==> config.mk <==
export PLATFORM = sky130hd
export DESIGN_NAME = ic_cell
export DESIGN_NICKNAME = d
export VERILOG_FILES = /design/src/hw/rtl/ic_pkg.sv /design/src/hw/rtl/ic_cell.sv
export SDC_FILE = /design/constraint.sdc
export NUM_CORES = 1
export LEC_CHECK = 0
export ABC_AREA = 1
export BUFFER_PORTS_ARGS = -buffer_cell sky130_fd_sc_hd__clkbuf_2
export CORE_ASPECT_RATIO = 1.1
export CORE_MARGIN = 2
export CORE_UTILIZATION = 56
export CTS_BUF_LIST = sky130_fd_sc_hd__clkbuf_16
export CTS_CLUSTER_SIZE = 14
export DETAILED_ROUTE_END_ITERATION = 16
export HOLD_SLACK_MARGIN = 0.06
export PLACE_DENSITY = 0.86
export SLEW_MARGIN = 20
export SYNTH_ARGS = -nofsm -noshare
export SYNTH_HDL_FRONTEND = slang
export SYNTH_SLANG_ARGS = --single-unit
==> constraint.sdc <==
create_clock -name i_clk -period 5.24 [get_ports i_clk]
set_clock_uncertainty 0.2 [all_clocks]
set_input_delay 1.048 -clock i_clk [delete_from_list [all_inputs] [get_ports i_clk]]
set_output_delay 1.048 -clock i_clk [all_outputs]
set_load 0.02 [all_outputs]
==> src/hw/rtl/ic_pkg.sv <==
// Package for the inversion counter: sizes, limits and the token that travels
// along the compare chain. Used by ic_cell, ic_tail and inversion_counter.
// No dependencies.
package ic_pkg;

    // Number of elements that one array may store (one compare cell each).
    localparam int MAX_ELEMENTS = 1024;

    localparam int VALUE_W = 32;
    localparam int TOTAL_W = 19;
    localparam int COUNT_W = 11;

    // Index of a stored element, and a counter that can also hold MAX_ELEMENTS.
    localparam int IDX_W = (MAX_ELEMENTS > 2) ? $clog2(MAX_ELEMENTS) : 1;
    localparam int CNT_W = $clog2(MAX_ELEMENTS + 1);

    // Widths for the saturating total and element count.
    localparam int SUM_W  = ((TOTAL_W > IDX_W) ? TOTAL_W : IDX_W) + 1;
    localparam int ECMP_W = (CNT_W > COUNT_W) ? CNT_W : COUNT_W;

    localparam logic [TOTAL_W-1:0] TOTAL_MAX = '1;
    localparam logic [COUNT_W-1:0] COUNT_MAX = '1;

    // Stream data widths, padded to whole bytes.
    localparam int S_TDATA_W = ((VALUE_W + 7) / 8) * 8;
    localparam int M_TDATA_W = ((TOTAL_W + COUNT_W + 1 + 7) / 8) * 8;

    // One element on its way through the chain.
    typedef struct packed {
        logic                      valid;   // slot holds an element
        logic                      last;    // element ends the array
        logic                      stored;  // element has a cell of its own
        logic [IDX_W-1:0]          idx;     // position within the array
        logic signed [VALUE_W-1:0] key;     // element value
        logic [IDX_W-1:0]          cnt;     // earlier elements greater so far
    } t_token;

endpackage

==> src/hw/rtl/ic_cell.sv <==
// One cell of the compare chain: holds one stored element of the array and
// counts it against every later element that passes. Depends on ic_pkg.
module ic_cell (
    input  logic                 i_clk,
    input  logic                 i_rst_n,
    input  logic                 i_adv,
    input  logic [ic_pkg::IDX_W-1:0] i_idx,
    input  ic_pkg::t_token       i_tok,
    output ic_pkg::t_token       o_tok
);
    import ic_pkg::*;

    logic signed [VALUE_W-1:0] r_val;
    t_token                    r_tok;
    t_token                    n_tok;
    logic                      w_hit;
    logic                      w_cmp;

    // The element whose position matches this cell is written here; later
    // elements of the same array compare against it on their way past.
    assign w_hit = i_tok.valid && i_tok.stored && (i_tok.idx == i_idx);
    assign w_cmp = i_tok.valid && i_tok.stored && (i_tok.idx > i_idx);

    always_comb begin
        n_tok = i_tok;
        if (w_cmp && ($signed(r_val) > $signed(i_tok.key))) begin
            n_tok.cnt = i_tok.cnt + 1'b1;
        end
    end

    always_ff @(posedge i_clk) begin
        if (!i_rst_n) begin
            r_tok.valid <= 1'b0;
        end else if (i_adv) begin
            r_tok <= n_tok;
        end
    end

    always_ff @(posedge i_clk) begin
        if (i_adv && w_hit) begin
            r_val <= i_tok.key;
        end
    end

    assign o_tok = r_tok;

endmodule

==> out/metrics.yaml, run 1 <==
worst_slew_pin_slew_ns: 0.905
firstDrtPassIters: 4
r2r_end: "o_tok[3]"
rsz0062_at_grt: "no"
slowest_delay_ns: 0.42
netlist_area_um2: 4140
max-vdd-ir-drop_mv: 0.218
cts_hold_buffers: 0
routabilityCongestion: 0.820
whs_ns: 0.360
hold_violations: 0
async_reset_ff_share_pct: 0
intPower_uw: 1240
rr_startpoint: "r_val[31]"
end_kind: "register"
vias: 2918
fin_ws_ns: 2.28
vias_per_cell: 5.18
htree_levels: 3
crit_slowest_cell: "nor2_2"
p_leak_uw: 0.00244
cts_tree: "built"
crit_path_start_kind: "primary input"
path_max_fanout: 11
area_delta_synth_final_pct: 24.4
place_inst: 547
layout.cells.non_filler: 563
fill_cells: 486
p_per_area_nw_per_um2: 315
r2r_slack_ns: 2.87
p_sw_uw: 389
grt_usage_pct: 20.8
placementRows: 32
status: "finished clean"
io_pins: 123
maxSlewViolCount: 0
synth_seq_cells: 87
worstPathArrival_ns: 2.84
ys_seq_area_share_pct: 62.8
fmax_ghz: 0.337
critical_path_class: "primary input to register"
dp_slack_ns: 1.98
ctsResizeCount: 0
synth-main-ff-cell: "edfxtp_1"
wl_per_cell_um: 14.2
final.min_clock_period_ns: 2.96
die_x_um: 86.0
crit_chain: "clkbuf_2 -> inv_1 -> ha_1 -> nand2_1 -> inv_2 -> nand3_1 -> nor2_1 -> nand3_1 -> nand3_1 -> nor2_2 -> nand4_4 -> nand2_1 -> nand2_1"
grt_max_degree: 55
finalCritPeriodShare_pct: 56.5
p_sw_share_pct: 23.9
cap_violations: 0
clk_latency_ns: 0.33
drt_iter0_markers: 123
grt_first_pass_wirelength_mm: 12.9
holdPathEnd: "o_tok[54]"
clkSinkCount: 87
synth.net_count: 453
synthCells: 342
start_util_pct: 58.4
avgSynthCellArea_um2: 12.1
core_um2: 7090
yosysUniqueCellTypes: 25
root_buffer: "clkbuf_16"
die-area_um2: 8100
cts_buffer_depth: 2
post_cts_buffers: 0
drc: 0
dpl.hpwl_mm: 5.97
min_path_cells: 2
antenna_left: 0
reg2regPathDepth: 10
slew_headroom_pct: 39.6
crit_start: "i_idx[5]"
drive_gt1_share_pct: 32.0
fp.dieH_um: 94.2
yosys_warnings: 0
setup_tns_ns: 0
clockPowerShare_pct: 39.4
seq_power_share_pct: 49.5
synth_edf_count: 86
clkTransAtPathRegs_ns: 0.06
routed_wl_mm: 7.98
cts_buffers: 9
port_buffers: 122
grt_antenna_before_repair: 0
overflow: 0
hp-class: "register to register"
power_frac_comb_pct: 11.1
diodes: 0
grt_pass1_vias: 2945
nNetsFinal: 584
required_ns: 5.12
hp-start: "o_tok[54]"
setup_violations: 0
==> registers in the layout, indices dropped and copies added, names as in the netlist <==
register  flops
o_tok        55
r_val        32
==> cell type report <==
cell class | instances | area [um2] | area share (%)
clock buffers | 9 | 225 | 4.37
repair buffers | 122 | 611 | 11.8
inverters | 61 | 230 | 4.47
flip-flops and latches | 87 | 2600 | 50.5
multi-input cells | 192 | 1300 | 25.2
clock inverters | 7 | 77.6 | 1.51
well taps | 85 | 106 | 2.06
==> through the flow <==
| step | power [uW] | utilization, % | cell area (um2) |
|---|---|---|---|
| 2_1_floorplan | 922 | - | 4140 |
| 3_3_place_gp | 991 | 68.4 | 4850 |
| 3_5_place_dp | 999 | 68.4 | 4850 |
| 4_1_cts | 1630 | 72.7 | 5150 |
| 5_1_grt | 1680 | 72.7 | 5150 |
| 6_report | 1620 | 72.7 | 5150 |
==> cells in the final DEF, fill, tap and decap left out, types with 3 or more instances in the layout <==
| cell | count |
|---|---|
| clkbuf_2 | 122 |
| edfxtp_1 | 86 |
| nand2_1 | 64 |
| inv_1 | 58 |
| ha_1 | 43 |
| a21oi_1 | 16 |
| nand4_1 | 13 |
| nand3_1 | 12 |
| nor2_1 | 10 |
| clkbuf_16 | 9 |
| nor3_1 | 5 |
| o21ai_0 | 4 |
| nor2_2 | 4 |
| xnor2_1 | 4 |
| xor2_1 | 4 |
| nand2_2 | 3 |
| inv_6 | 3 |
==> worst max path at each step <==
stage	endpoint	slack, ns
finish	o_tok[3]	2.28
global route	o_tok[3]	2.13
CTS	o_tok[1]	2.34
detailed placement	r_val[4]	1.98
global placement	r_val[4]	2.02
floorplan	r_val[0]	1.55
==> cells in the mapped netlist (2+ instances only) <==
| library cell | count | area, um2 |
|---|---|---|
| edfxtp_1 | 86 | 2580 |
| nand2_1 | 64 | 240 |
| inv_1 | 59 | 221 |
| ha_1 | 43 | 538 |
| a21oi_1 | 16 | 80.1 |
| nand4_1 | 13 | 81.3 |
| nand3_1 | 12 | 60.1 |
| nor2_1 | 11 | 41.3 |
| nor3_1 | 5 | 25.0 |
| nor2_2 | 4 | 25.0 |
| o21ai_0 | 4 | 20.0 |
| xnor2_1 | 4 | 35.0 |
| xor2_1 | 4 | 35.0 |
| nand2_2 | 3 | 18.8 |
| a21o_1 | 2 | 15.0 |
| a21oi_2 | 2 | 17.5 |
| inv_2 | 2 | 7.51 |
==> metal layers <==
metal  part of all wire, %  routed length (um)  track usage, %  vias up
met2                    52                4120            37.6      103
met1                    40                3180            23.2     1347
met3                   6.5                 520            5.01       18
met4                   1.9                 150            8.86        0
met5                     0                   0               0        -
li1                      -                   -               -     1450
==> cell families after synthesis <==
group           synth area share [%]
fa+ha+maj                       13.0
compound gates                  3.93
flops                           62.8
xor+xnor                        1.69
buf+inv                         5.92
simple gates                    12.6
==> power by group through the flow <==
stage               registers (uW)  logic, uW  clock network (uW)
floorplan                      856       66.9                   0
global placement               819        172                   0
detailed placement             820        180                   0
CTS                            805        182                 648
global route                   807        201                 672
finish                         804        180                 641
==> critical path, delay by kind of cell <==
family | cells | cell delay [ns]
adders and majority gates | 1 | 0.30
buffers and inverters | 3 | 0.17
and+or+nand+nor | 9 | 1.34
Note: power is estimated with default switching activity, not from simulation.
==> inputs of run 2 (changes only) <==
Settings changed: CORE_UTILIZATION 56 to 47, PLACE_DENSITY 0.86 to 0.77.
Clock period 5.24 ns to 2.4 ns, I/O delays scaled along.
==> run 2 against run 1 <==
Net effect: flip-flop and latch count unchanged; count of clock-buffer cells in the layout stayed put; worst hold slack worse by 0.23 ns; non-clock buffer count is 19 higher; critical path depth down 2; via count is 1.4% higher; cell area is 3.2% higher; register-to-register slack worse by 2.7 ns; routed wire length is 0.13% lower; sequential power rose by 120%; sequential share of layout area shrank 1.6 points; clock power grew 100%; largest power group unchanged; highest routed layer unchanged.
==> out/metrics.yaml, run 2 (synthesis gave the netlist of run 1 again) <==
final_cell_mix: "clkbuf_2, edfxtp_1, nand2_1, inv_1, ha_1"
cap_violations: 0  # unchanged
status: "finished clean"
routabilityCongestion: 0.825  # +0.54%
grt_first_pass_wirelength_mm: 12.8  # -0.75%
r2r_slack_ns: 0.19  # -2.68 ns
cts_hold_buffers: 0  # unchanged
cts_tree: "built"
io_pins: 123  # unchanged
grt_use_met3_pct: 4.57  # -0.44 points
p_leak_uw: 0.00253  # +3.7%
cts_buffer_depth: 2  # unchanged
clkTransAtPathRegs_ns: 0.06  # about the same
grt_use_met2_pct: 29.2  # -8.4 points
diodes: 0  # unchanged
hp-class: "primary input to register"
p_per_area_nw_per_um2: 653  # +110%
die-area_um2: 9580  # +18%
end_kind: "register"
path_max_fanout: 10  # -1
hold_violations: 0  # unchanged
start_util_pct: 49.0  # -9.4 points
placementRows: 35  # +9.4%
core_um2: 8450  # +19%
worst_slew_pin_slew_ns: 0.431  # -0.474 ns
rr_startpoint: "r_val[13]"
finalCritPeriodShare_pct: 92.0
r2r_end: "o_tok[1]"
vias_per_cell: 4.88  # -5.9%
maxSlewViolCount: 0  # unchanged
antenna_left: 0  # unchanged
endpoint: "o_tok[1]"
setup_violations: 0  # unchanged
overflow: 0  # unchanged
root_buffer: "clkbuf_16"
nNetsFinal: 603  # +3.3%
firstDrtPassIters: 5  # +1
clk_latency_ns: 0.32  # about the same
fp.dieH_um: 102  # +8.8%
fill_cells: 682  # +40%
area_delta_synth_final_pct: 28.4
dpl.hpwl_mm: 6.07  # +1.7%
largest_reg_flops: 55  # unchanged
drive_gt1_share_pct: 34.3  # +2.3 points
post_cts_buffers: 0  # unchanged
slew_headroom_pct: 71.3  # +32 points
grt_pass1_vias: 2816  # -4.4%
drt_iter0_markers: 92  # -25%
grt_max_degree: 33  # -40%
cts_buffers: 9  # unchanged
final.min_clock_period_ns: 2.21
crit_path_start_kind: "register"
worstPathArrival_ns: 2.09  # -0.75 ns
layout.cells.non_filler: 607  # +7.8%
dp_slack_ns: -0.0929  # -2.08 ns
grt_usage_pct: 17.3  # -3.6 points
fin_ws_ns: 0.193  # -2.08 ns
vias: 2960  # +1.4%
htree_levels: 3  # unchanged
die_x_um: 93.5  # +8.7%
wl_per_cell_um: 13.1  # -7.4%
min_path_cells: 1  # -1
max-vdd-ir-drop_mv: 0.425  # +95%
place_inst: 592  # +8.2%
ctsResizeCount: 0  # unchanged
fmax_ghz: 0.453
rsz0062_at_grt: "yes"
reg2regPathDepth: 11  # +1
drc: 0  # unchanged
whs_ns: 0.129  # -0.231 ns
routed_wl_mm: 7.97  # -0.13%
final_common_cell: "clkbuf_2"
grt_antenna_before_repair: 0  # unchanged
critical_path_class: "register to register"
grtUsageMet1_pct: 21.7  # -1.6 points
grt_busiest_layer: "met2"
port_buffers: 122  # unchanged
crit_start: "r_val[13]"
clkSinkCount: 87  # unchanged
required_ns: 2.28  # -2.84 ns
-- run 2: cell count changes in the layout (fill, tap and decap cells not counted), sizes merged --
cell	before	now
buf	0	19
clkinv	4	2
clkinvlp	0	1
-- run 2: power by group --
part / total, uW / switching, uW / leakage, uW / internal, uW
Combinational: 409 / 251 / 0.00158 / 157
Clock: 1310 / 520 / 0.000144 / 789
Sequential: 1760 / 16.9 / 0.000803 / 1740
-- run 2: worst min path at each step --
| stage | startpoint | to | slack [ns] |
|---|---|---|---|
| 3_5_place_dp | o_tok[54] | o_tok[54] | 0.34 |
| 3_3_place_gp | o_tok[54] | o_tok[54] | 0.32 |
| 2_1_floorplan | i_adv | o_tok[54] | 0.37 |
| 4_1_cts | i_tok[53] | o_tok[53] | 0.12 |
| 5_1_grt | i_tok[53] | o_tok[53] | 0.11 |
| 6_report | i_tok[53] | o_tok[53] | 0.13 |
-- run 2: area by class of cell --
class	instances	area [um2]	share of cell area, %
well taps	111	139	2.61
clock inverters	6	55.1	1.04
flip-flops and latches	87	2600	48.9
multi-input cells	192	1300	24.5
inverters	61	229	4.31
clock buffers	9	225	4.24
repair buffers	141	766	14.4
-- run 2: through the flow --
stage	utilization, %	TNS, ns	instance area [um2]	power (uW)
after floorplan	-	0	4150	2010
after global placement	59.6	-0.271	5040	2190
after detailed placement	59.6	-0.742	5040	2200
after CTS	62.9	0	5320	3510
after global routing	62.9	-0.00339	5320	3610
final	62.9	0	5320	3470
-- run 2: worst max-delay path, stage by stage, from the launching register on --
cell and delay [ns]:
edfxtp_1 0.37, ha_1 0.30, a21oi_1 0.16, o21ai_0 0.10, a21oi_1 0.17, nand2_1 0.10
nand2_2 0.09, nand2_2 0.08, nand2_2 0.08, nand4_4 0.15, nand2_1 0.11, nand2_1 0.06
-- run 2: per-layer routing --
metal  up-vias  wire (um)
met1      1360       3400
met2       106       3960
met4         0        122
met3        12        481
met5         -          0
li1       1482          -
