[src/hw/rtl/ic_pkg.sv]
// Package for the inversion counter: sizes, limits and the token that travels
// along the compare chain. Used by ic_cell, ic_tail and inversion_counter.
// No dependencies.
package ic_pkg;

    // Number of elements that one array may store (one compare cell each).
    localparam int MAX_ELEMENTS = 1024;

    localparam int VALUE_W = 32;
    localparam int TOTAL_W = 19;
    localparam int COUNT_W = 11;

    // Index of a stored element, and a counter that can also hold MAX_ELEMENTS.
    localparam int IDX_W = (MAX_ELEMENTS > 2) ? $clog2(MAX_ELEMENTS) : 1;
    localparam int CNT_W = $clog2(MAX_ELEMENTS + 1);

    // Widths for the saturating total and element count.
    localparam int SUM_W  = ((TOTAL_W > IDX_W) ? TOTAL_W : IDX_W) + 1;
    localparam int ECMP_W = (CNT_W > COUNT_W) ? CNT_W : COUNT_W;

    localparam logic [TOTAL_W-1:0] TOTAL_MAX = '1;
    localparam logic [COUNT_W-1:0] COUNT_MAX = '1;

    // Stream data widths, padded to whole bytes.
    localparam int S_TDATA_W = ((VALUE_W + 7) / 8) * 8;
    localparam int M_TDATA_W = ((TOTAL_W + COUNT_W + 1 + 7) / 8) * 8;

    // One element on its way through the chain.
    typedef struct packed {
        logic                      valid;   // slot holds an element
        logic                      last;    // element ends the array
        logic                      stored;  // element has a cell of its own
        logic [IDX_W-1:0]          idx;     // position within the array
        logic signed [VALUE_W-1:0] key;     // element value
        logic [IDX_W-1:0]          cnt;     // earlier elements greater so far
    } t_token;

endpackage

[src/hw/rtl/ic_tail.sv]
// End of the compare chain: running total, element count, overflow flag and
// the result register of the master stream. Depends on ic_pkg.
module ic_tail (
    input  logic                         i_clk,
    input  logic                         i_rst_n,
    input  ic_pkg::t_token               i_tok,
    input  logic                         i_m_tready,
    output logic                         o_adv,
    output logic                         o_m_tvalid,
    output logic [ic_pkg::M_TDATA_W-1:0] o_m_tdata
);
    import ic_pkg::*;

    logic [TOTAL_W-1:0] r_total;
    logic [CNT_W-1:0]   r_elems;
    logic               r_ovf;
    logic               r_out_valid;
    logic [TOTAL_W-1:0] r_res_total;
    logic [COUNT_W-1:0] r_res_count;
    logic               r_res_ovf;

    logic [SUM_W-1:0]   w_sum;
    logic [TOTAL_W-1:0] n_total;
    logic [CNT_W-1:0]   n_elems;
    logic               n_ovf;
    logic [COUNT_W-1:0] w_count_sat;
    logic               w_take;

    // The whole chain moves only when the result register can take a beat.
    assign o_adv  = !r_out_valid || i_m_tready;
    assign w_take = o_adv && i_tok.valid;

    assign w_sum   = SUM_W'(r_total) + SUM_W'(i_tok.cnt);
    assign n_total = (w_sum > SUM_W'(TOTAL_MAX)) ? TOTAL_MAX : w_sum[TOTAL_W-1:0];
    assign n_elems = i_tok.stored ? (r_elems + 1'b1) : r_elems;
    assign n_ovf   = r_ovf || !i_tok.stored;

    assign w_count_sat = (ECMP_W'(n_elems) > ECMP_W'(COUNT_MAX)) ?
                         COUNT_MAX : n_elems[COUNT_W-1:0];

    always_ff @(posedge i_clk) begin
        if (!i_rst_n) begin
            r_total     <= '0;
            r_elems     <= '0;
            r_ovf       <= 1'b0;
            r_out_valid <= 1'b0;
        end else begin
            // A new result may replace one that leaves on the same edge.
            if (w_take && i_tok.last) begin
                r_out_valid <= 1'b1;
            end else if (o_m_tvalid && i_m_tready) begin
                r_out_valid <= 1'b0;
            end
            if (w_take) begin
                if (i_tok.last) begin
                    r_total <= '0;
                    r_elems <= '0;
                    r_ovf   <= 1'b0;
                end else begin
                    r_total <= n_total;
                    r_elems <= n_elems;
                    r_ovf   <= n_ovf;
                end
            end
        end
    end

    always_ff @(posedge i_clk) begin
        if (w_take && i_tok.last) begin
            r_res_total <= n_total;
            r_res_count <= w_count_sat;
            r_res_ovf   <= n_ovf;
        end
    end

    assign o_m_tvalid = r_out_valid;
    assign o_m_tdata  = M_TDATA_W'({r_res_ovf, r_res_count, r_res_total});

    // A result appears only after a final element has left the chain.
    a_result_from_last: assert property (@(posedge i_clk) disable iff (!i_rst_n)
        $rose(r_out_valid) |-> $past(i_tok.valid && i_tok.last && o_adv))
        else $error("result raised without a final element");

    // Within an array the total never falls.
    a_total_monotonic: assert property (@(posedge i_clk) disable iff (!i_rst_n)
        (w_take && !i_tok.last) |=> (r_total >= $past(r_total)))
        else $error("running total decreased inside an array");

    // An element can only have found as many greater ones as precede it.
    a_count_bound: assert property (@(posedge i_clk) disable iff (!i_rst_n)
        (i_tok.valid && i_tok.stored) |-> (i_tok.cnt <= i_tok.idx))
        else $error("count exceeds number of earlier elements");

    // An element beyond capacity is never compared.
    a_overflow_no_count: assert property (@(posedge i_clk) disable iff (!i_rst_n)
        (i_tok.valid && !i_tok.stored) |-> (i_tok.cnt == '0))
        else $error("element beyond capacity carries a count");

endmodule

[config.mk]
export PLATFORM = sky130hd
export DESIGN_NAME = ic_tail
export DESIGN_NICKNAME = d
export VERILOG_FILES = /design/src/hw/rtl/ic_pkg.sv /design/src/hw/rtl/ic_tail.sv
export SDC_FILE = /design/constraint.sdc
export NUM_CORES = 1
export LEC_CHECK = 0
export BUFFER_PORTS_ARGS = -buffer_cell sky130_fd_sc_hd__clkbuf_2
export CAP_MARGIN = 20
export CORE_MARGIN = 2
export CORE_UTILIZATION = 45
export CTS_BUF_LIST = sky130_fd_sc_hd__clkbuf_2
export CTS_CLUSTER_DIAMETER = 60
export DETAILED_ROUTE_END_ITERATION = 7
export PLACE_DENSITY = 0.77
export SKIP_LAST_GASP = 1
export SYNTH_ARGS = -nofsm -noshare
export SYNTH_HDL_FRONTEND = slang
export SYNTH_SLANG_ARGS = --single-unit
[constraint.sdc]
create_clock -name i_clk -period 2.64 [get_ports i_clk]
set_input_delay 0.132 -clock i_clk [delete_from_list [all_inputs] [get_ports i_clk]]
set_output_delay 0.132 -clock i_clk [all_outputs]
set_load 0.01 [all_outputs]
==> metrics.log, run 1 <==
[metrics] cell with the biggest individual delay on the critical path: sky130_fd_sc_hd__or3b_4
[metrics] wirelength, routed: 6893 um
[metrics] Routed WL per cell: 14.86 um
[metrics] die boundary height: 88.96 um
[metrics] hold path startpoint: i_tok[52]
[metrics] number of setup violations in the final report: 0
[metrics] share of synthesized registers carrying an async set or reset: 0%
[metrics] total congestion overflow after global routing: 0
[metrics] reg2reg start: r_total[0]
[metrics] status: completed
[metrics] final cell utilization of the core: 54.15%
[metrics] antenna violations before repair: 0
[metrics] final period utilization: 94.73%
[metrics] unrepaired setup endpoints after global routing: false
[metrics] area share of the largest cell type after synthesis: 28.66%
[metrics] residual DRC count: 0
[metrics] required time reported for the critical path endpoint: 2.91 ns
[metrics] fill count: 635
[metrics] xor-xnor portion of the synthesized cell area: 6.202%
[metrics] fraction of the mapped netlist area in compound gates: 15.25%
[metrics] via count of the first global-routing pass: 2274
[metrics] post-DR vias/cell: 5.450
[metrics] largest clock skew in the final design: 0.01180 ns
[metrics] post-placement cell area: 3586 um2
[metrics] hold slack final: 0.03304 ns
[metrics] endpoint arrival time on the critical path: 2.77 ns
[metrics] number of DRC markers after the initial detailed-route iteration: 153
[metrics] cell type with the largest total area after synthesis: sky130_fd_sc_hd__edfxtp_1
[metrics] number of buffers added by the clock tree synthesis step: 9
[metrics] class of the tightest hold or removal check: in -> reg
[metrics] clock latency on the worst-skew pair: 0.49 ns
[metrics] total number of vias: 2529
[metrics] critical path capture point type: flop
[metrics] Die ar.: 7914 um2
[metrics] synth unique cells: 58
[metrics] clock sink total: 63
[metrics] share of post-route cells with drive strength above 1: 25.54%
[metrics] Placer Congestion: 0.8684
[metrics] input/output buffers: 48
[metrics] most repeated cell in the gate-level netlist after synthesis: sky130_fd_sc_hd__nand2_1
[metrics] RR Endpoint: r_res_total[14]
[metrics] total routing resource utilization after global routing: 17.81%
[metrics] number of buffers on the longest clock path: 2
[metrics] number of cells produced by synthesis: 308
[metrics] largest cells by area after synthesis: sky130_fd_sc_hd__edfxtp_1, sky130_fd_sc_hd__dfxtp_1, sky130_fd_sc_hd__ha_1, sky130_fd_sc_hd__nand2_1, sky130_fd_sc_hd__xnor2_1
[metrics] master cell of the clock root buffer: sky130_fd_sc_hd__clkbuf_2
[metrics] Clock Pin Slew Worst Setup and Hold Paths: 0.17 ns
[metrics] leading register cell type out of synthesis: sky130_fd_sc_hd__dfxtp_1
[metrics] post-synthesis sequential area ratio: 48.38%
[metrics] count of final max-slew check failures: 0
[metrics] leak pwr: 1.549 nW
[metrics] DPL Wire Length: 4695 um
[metrics] syn_area_per_cell: 10.55 um2
[metrics] area of the mapped netlist: 3248 um2
[metrics] transition at the pin with the smallest max-transition slack: 0.6539 ns
[metrics] max_cap viols: 0
[metrics] maximum single-stage delay on the critical path: 0.44 ns
[metrics] Simple-Gate Fraction of Synth Area: 21.22%
[metrics] Antenna Diode Count: 0
[metrics] multi-input gate area in the final layout: 1608 um2
[metrics] post-layout minimum cycle time: 2.501 ns
[metrics] sequential cell area: 1573 um2
[metrics] Ys Warns: 0
[metrics] worst path setup slack after routing: 0.1392 ns
[metrics] CP Cell Sequence: ha_2 -> inv_1 -> fa_1 -> nand2b_4 -> a211oi_4 -> o21ai_4 -> or3b_4 -> xor2_2 -> nand2_1
[metrics] global-route wire length before repair: 10740 um
[metrics] highest net fanout along the worst path: 4
[metrics] total power density per cell area: 504.9 nW/um2
[metrics] growth of design area from synthesis to finish: 15.14%
[metrics] Rel. slew slack: 56.21%
[metrics] fin nets: 433
[metrics] synthesized-area fraction occupied by adder cells: 4.854%
[metrics] largest net degree at the start of global routing: 23
[metrics] First-pass DRT Iterations: 4
[metrics] worst setup slack for register-to-register paths: 0.14 ns
[metrics] fraction of synthesized area in multiplexers: 1.040%
[metrics] maximum ir drop on the vdd rail: 223.2 uV
[metrics] TritonCTS clock tree: done
[metrics] crit path kind: reg -> reg
[metrics] setup total negative slack: 0 ns
[metrics] standard-cell rows: 30
[metrics] cell depth of the worst flop-to-flop path: 9
[metrics] dominant combinational cell family by area after synthesis: simple AND/OR/NAND/NOR gates
[metrics] number of nets produced by synthesis: 378
[metrics] Commonest cells post-synth: sky130_fd_sc_hd__nand2_1, sky130_fd_sc_hd__dfxtp_1, sky130_fd_sc_hd__edfxtp_1, sky130_fd_sc_hd__nor2_1, sky130_fd_sc_hd__xnor2_1
[metrics] H-tree lvl count: 3
[metrics] starting utilization of the core area: 47.03%
[metrics] pre-CTS setup slack: 0.02583 ns
[metrics] critical path startpoint category: flop
[metrics] final-report hold violation count: 0
[metrics] number of flops mapped to enable cells by yosys: 31
[metrics] Routed Antenna Nets: 0
[metrics] maximum clock frequency: 399.9 MHz
[metrics] horizontal die dimension: 88.96 um
[metrics] number of register bits inferred by synthesis: 63
[metrics] WHS Path Cells: 2
[metrics] Hold EP: r_res_ovf
[metrics] core outline area: 6907 um2
[metrics] IO Pins: 92
[metrics] final design instance area without fill: 3740 um2
-- worst max-delay path: cells and delay by family (launching register included) --
kind	cells	cell delay, ns
and+or+nand+nor	3	0.68
adders and majority gates	2	0.60
DFF	1	0.37
buffers and inverters	1	0.06
xor gates and xnor gates	1	0.13
AOI/OAI and AO/OA	2	0.45
-- per-layer routing --
layer  vias up  global-route usage [%]  share of wire, %
met5         -                       0                 0
met4         0                   8.005               1.2
met3         6                   3.232               5.1
met2        62                   27.54                47
met1      1225                   24.52                46
li1       1236                       -                 -
-- cells in the final DEF (no fill, tap or decap), types with 3 or more instances in the layout --
cell	instances
sky130_fd_sc_hd__inv_1	6
sky130_fd_sc_hd__o21a_1	3
sky130_fd_sc_hd__a22o_1	8
sky130_fd_sc_hd__dfxtp_1	31
sky130_fd_sc_hd__o21ai_1	3
sky130_fd_sc_hd__a21o_1	4
sky130_fd_sc_hd__nor2b_1	9
sky130_fd_sc_hd__xnor2_1	12
sky130_fd_sc_hd__nor3_1	5
sky130_fd_sc_hd__edfxtp_1	31
sky130_fd_sc_hd__nand4_1	5
sky130_fd_sc_hd__ha_1	10
sky130_fd_sc_hd__nand2b_1	5
sky130_fd_sc_hd__clkbuf_2	58
sky130_fd_sc_hd__nor2_1	17
sky130_fd_sc_hd__clkinv_1	3
sky130_fd_sc_hd__buf_4	6
sky130_fd_sc_hd__xor2_1	10
sky130_fd_sc_hd__nand2_1	35
sky130_fd_sc_hd__and3_1	6
sky130_fd_sc_hd__a21oi_1	11
sky130_fd_sc_hd__o21ai_0	11
sky130_fd_sc_hd__nor3_2	4
sky130_fd_sc_hd__nand3_1	7
sky130_fd_sc_hd__and4_1	4
sky130_fd_sc_hd__and2_1	6
sky130_fd_sc_hd__a31oi_1	3
sky130_fd_sc_hd__a22oi_1	5
sky130_fd_sc_hd__mux2_2	3
sky130_fd_sc_hd__nor4_1	5
-- logic make-up (layout without fill, tap and decap cells) --
logic type	count (synthesis)	after routing
AO/OA/AOI/OAI	67	67
AND/OR/NAND/NOR	121	121
other	1	1
flip-flops	63	63
buffers and inverters	18	78
multiplexers	3	3
adder cells (fa/ha/maj)	12	12
XOR/XNOR	23	23
-- cell type report --
| type | instances | area share [%] |
|---|---|---|
| Clock buffer | 10 | 1.338 |
| Clock inverter | 6 | 1.372 |
| Inverter | 6 | 0.6022 |
| Multi-Input combinational cell | 227 | 42.99 |
| Sequential cell | 63 | 42.05 |
| Tap cell | 96 | 3.212 |
| Timing Repair Buffer | 56 | 8.431 |
-- report_power, final --
group / switching (mW) / leakage, nW / internal [mW] / total (mW)
sequential: 0.0141 / 0.546 / 1.07 / 1.08
combinational: 0.157 / 0.934 / 0.0992 / 0.256
clock: 0.341 / 0.0682 / 0.211 / 0.551
-- timing repair --
action | in CTS | in global routing
hold endpoints to repair | 1 | 0
hold buffers | 1 | 0
resized for setup | 0 | 6
buffers inserted | 0 | 2
endpoints found under the setup margin | 0 | 5
-- flip-flops by register name, indices dropped and copies added (netlist names) --
name and cells:
r_res_total 19, r_total 19, r_elems 11, o_m_tvalid 1
r_res_count 11, r_ovf 1, r_res_ovf 1
-- per-stage QoR --
step                total power [mW]  std cells
floorplan                      1.271        308
global placement               1.340        445
detailed placement             1.349        445
CTS                            1.891        462
global route                   1.970        464
finish                         1.888        464
-- worst max path at each step --
stage	startpoint	end	cells past startpoint	slack [ns]
finish	r_total[0]	r_res_total[14]	9	0.14
global route	r_total[0]	r_res_total[14]	9	0.02
CTS	r_total[0]	r_res_total[16]	9	0.008
global placement	r_total[0]	r_res_total[14]	9	0.08
detailed placement	r_total[0]	r_res_total[16]	9	0.03
floorplan	r_total[0]	r_res_total[14]	9	0.28
Power figures use the tool's default switching activity.
==> run 2, diff against run 1 <==
Settings changed: CORE_ASPECT_RATIO set to 1.2.
==> run 2 against run 1 <==
Against the previous run:
- sequential share of layout area decreased by 0.42 points
- non-clock buffer count increased by 3
- clock power increased by 24%
- worst setup slack got worse by 0.033 ns
- count of clock-buffer cells in the layout decreased by 1
- hold slack improved by 0.0045 ns
- flip-flop and latch count unchanged
- register-to-register slack got worse by 0.03 ns
- core utilization increased by 0.63 points
- global-route usage increased by 0.53 points
- critical path type unchanged
- largest power group unchanged
==> metrics.log, run 2 (synthesis gave the netlist of run 1 again) <==
[metrics] fraction of power spent switching nets: 26.71%
[metrics] Pwr Total: 2.023 mW
[metrics] share of total power in the clock network: 33.9%
[metrics] max_cap viols: 0
[metrics] Routed WL per cell: 15.07 um
[metrics] number of DRC markers after the initial detailed-route iteration: 109
[metrics] largest net degree at the start of global routing: 24
[metrics] fill count: 599
[metrics] Hold EP: r_elems[2]
[metrics] setup total negative slack: 0 ns
[metrics] share of power burned in combinational logic: 12.6%
[metrics] antenna violations before repair: 0
[metrics] count of final max-slew check failures: 0
[metrics] clock latency on the worst-skew pair: 0.50 ns
[metrics] endpoint arrival time on the critical path: 2.81 ns
[metrics] sequential cell area: 1573 um2
[metrics] top flop regs: r_res_total: 19 flops, r_total: 19 flops
[metrics] status: completed
[metrics] crit path kind: reg -> reg
[metrics] total internal power: 1.482 mW
[metrics] total power density per cell area: 535.5 nW/um2
[metrics] starting utilization of the core area: 47.11%
[metrics] critical path capture point type: flop
[metrics] number of buffers on the longest clock path: 2
[metrics] hold slack final: 0.03759 ns
[metrics] leak pwr: 1.568 nW
[metrics] post-DR vias/cell: 5.548
[metrics] post-layout minimum cycle time: 2.534 ns
[metrics] die boundary height: 97.07 um
[metrics] total routing resource utilization after global routing: 18.35%
[metrics] cell depth of the worst flop-to-flop path: 9
[metrics] core outline area: 6895 um2
[metrics] number of buffers added by the clock tree synthesis step: 9
[metrics] worst setup slack for register-to-register paths: 0.11 ns
[metrics] largest clock skew in the final design: 0.01847 ns
[metrics] Die ar.: 7916 um2
[metrics] via count of the first global-routing pass: 2517
[metrics] horizontal die dimension: 81.56 um
[metrics] Clock Pin Slew Worst Setup and Hold Paths: 0.19 ns
[metrics] DPL Wire Length: 4790 um
[metrics] required time reported for the critical path endpoint: 2.92 ns
[metrics] master cell of the clock root buffer: sky130_fd_sc_hd__clkbuf_2
[metrics] residual DRC count: 0
[metrics] share of post-route cells with drive strength above 1: 26.15%
[metrics] Placer Congestion: 0.8632
[metrics] reg2reg start: r_total[0]
[metrics] final period utilization: 95.98%
[metrics] multi-input gate area in the final layout: 1600 um2
[metrics] total congestion overflow after global routing: 0
[metrics] fin nets: 436
[metrics] H-tree lvl count: 3
[metrics] wirelength, routed: 6901 um
[metrics] IO Pins: 92
[metrics] maximum clock frequency: 394.6 MHz
[metrics] WHS Path Cells: 2
[metrics] global-route wire length before repair: 11310 um
[metrics] sequential fraction of design power: 53.5%
[metrics] hold path startpoint: i_rst_n
[metrics] RR Endpoint: r_res_total[14]
[metrics] Routed Antenna Nets: 0
[metrics] unrepaired setup endpoints after global routing: false
[metrics] final-report hold violation count: 0
[metrics] transition at the pin with the smallest max-transition slack: 0.5294 ns
[metrics] Antenna Diode Count: 0
[metrics] Rel. slew slack: 64.57%
[metrics] First-pass DRT Iterations: 5
[metrics] number of setup violations in the final report: 0
[metrics] leading cell type in the layout, fill and taps excluded: sky130_fd_sc_hd__clkbuf_2
[metrics] input/output buffers: 48
[metrics] class of the tightest hold or removal check: in -> reg
[metrics] TritonCTS clock tree: done
[metrics] critical path startpoint category: flop
[metrics] standard-cell rows: 33
[metrics] clock sink total: 63
[metrics] top library cells by usage in the layout, fill and taps aside: sky130_fd_sc_hd__clkbuf_2, sky130_fd_sc_hd__nand2_1, sky130_fd_sc_hd__dfxtp_1, sky130_fd_sc_hd__edfxtp_1, sky130_fd_sc_hd__nor2_1
[metrics] total number of vias: 2541
[metrics] maximum ir drop on the vdd rail: 271.3 uV
[metrics] NetSw: 0.5403 mW
[metrics] growth of design area from synthesis to finish: 16.29%
[metrics] highest net fanout along the worst path: 5
## run 2: cell count changes in the layout (fill, tap and decap cells not counted), sizes merged
cell         previous run  this run
clkinvlp                0         2
clkbuf                 58        57
buf                     7         8
clkinv                  5         3
bufinv                  1         2
dlygate4sd3             1         3
## run 2: routing by layer
metal | vias to the layer above | share of wire, % | track usage [%]
met3 | 12 | 4.0 | 3.160
met5 | - | 0 | 0
met1 | 1224 | 41 | 21.09
met4 | 0 | 1.9 | 8.996
li1 | 1249 | - | -
met2 | 56 | 53 | 31.90
## run 2: layout make-up
cell class | instances | area share [%]
multi-input combinational | 227 | 42.36
sequential | 63 | 41.64
timing repair buffer | 59 | 8.745
tap | 87 | 2.882
clock inverter | 7 | 2.584
clock buffer | 9 | 1.192
inverter | 6 | 0.5962
## run 2: stage by stage
stage / utilization, % / cells / area (um2) / setup WS (ns)
2_1_floorplan: - / 308 / 3248 / 0.2778
3_3_place_gp: 51.77 / 437 / 3570 / 0.08311
3_5_place_dp: 51.77 / 437 / 3570 / 0.03356
4_1_cts: 54.27 / 456 / 3742 / 0.002775
5_1_grt: 54.78 / 458 / 3777 / 0.009581
6_report: 54.78 / 458 / 3777 / 0.1060
## run 2: worst max-delay path by stage
stage,start,endpoint,slack [ns],cells past startpoint
2_1_floorplan,r_total[0],r_res_total[14],0.28,9
3_3_place_gp,r_total[0],r_res_total[14],0.08,9
3_5_place_dp,r_total[0],r_res_total[14],0.03,9
4_1_cts,r_total[0],r_res_total[14],0.003,9
5_1_grt,r_total[0],r_res_total[14],0.01,9
6_report,r_total[0],r_res_total[14],0.11,9
## run 2: worst max-delay path: stages, from the launching register on
cell	delay, ns
sky130_fd_sc_hd__dfxtp_2	0.36
sky130_fd_sc_hd__ha_2	0.21
sky130_fd_sc_hd__inv_1	0.06
sky130_fd_sc_hd__fa_1	0.41
sky130_fd_sc_hd__nand2b_4	0.18
sky130_fd_sc_hd__a211oi_4	0.33
sky130_fd_sc_hd__o21ai_4	0.14
sky130_fd_sc_hd__or3b_4	0.43
sky130_fd_sc_hd__xor2_1	0.15
sky130_fd_sc_hd__nand2_1	0.06
## run 2: timing repair
item,4_1_cts,5_1_grt
setup endpoints to repair,0,5
hold buffers,3,0
endpoints found under the hold margin,2,0
buffers inserted,0,2
resized for setup,0,5
## run 2: power groups by stage
stage | Combinational [mW] | Clock, mW | Sequential, mW
global placement | 0.239 | 0 | 1.10
global route | 0.284 | 0.736 | 1.09
CTS | 0.252 | 0.704 | 1.08
detailed placement | 0.246 | 0 | 1.10
floorplan | 0.157 | 0 | 1.11
finish | 0.255 | 0.685 | 1.08
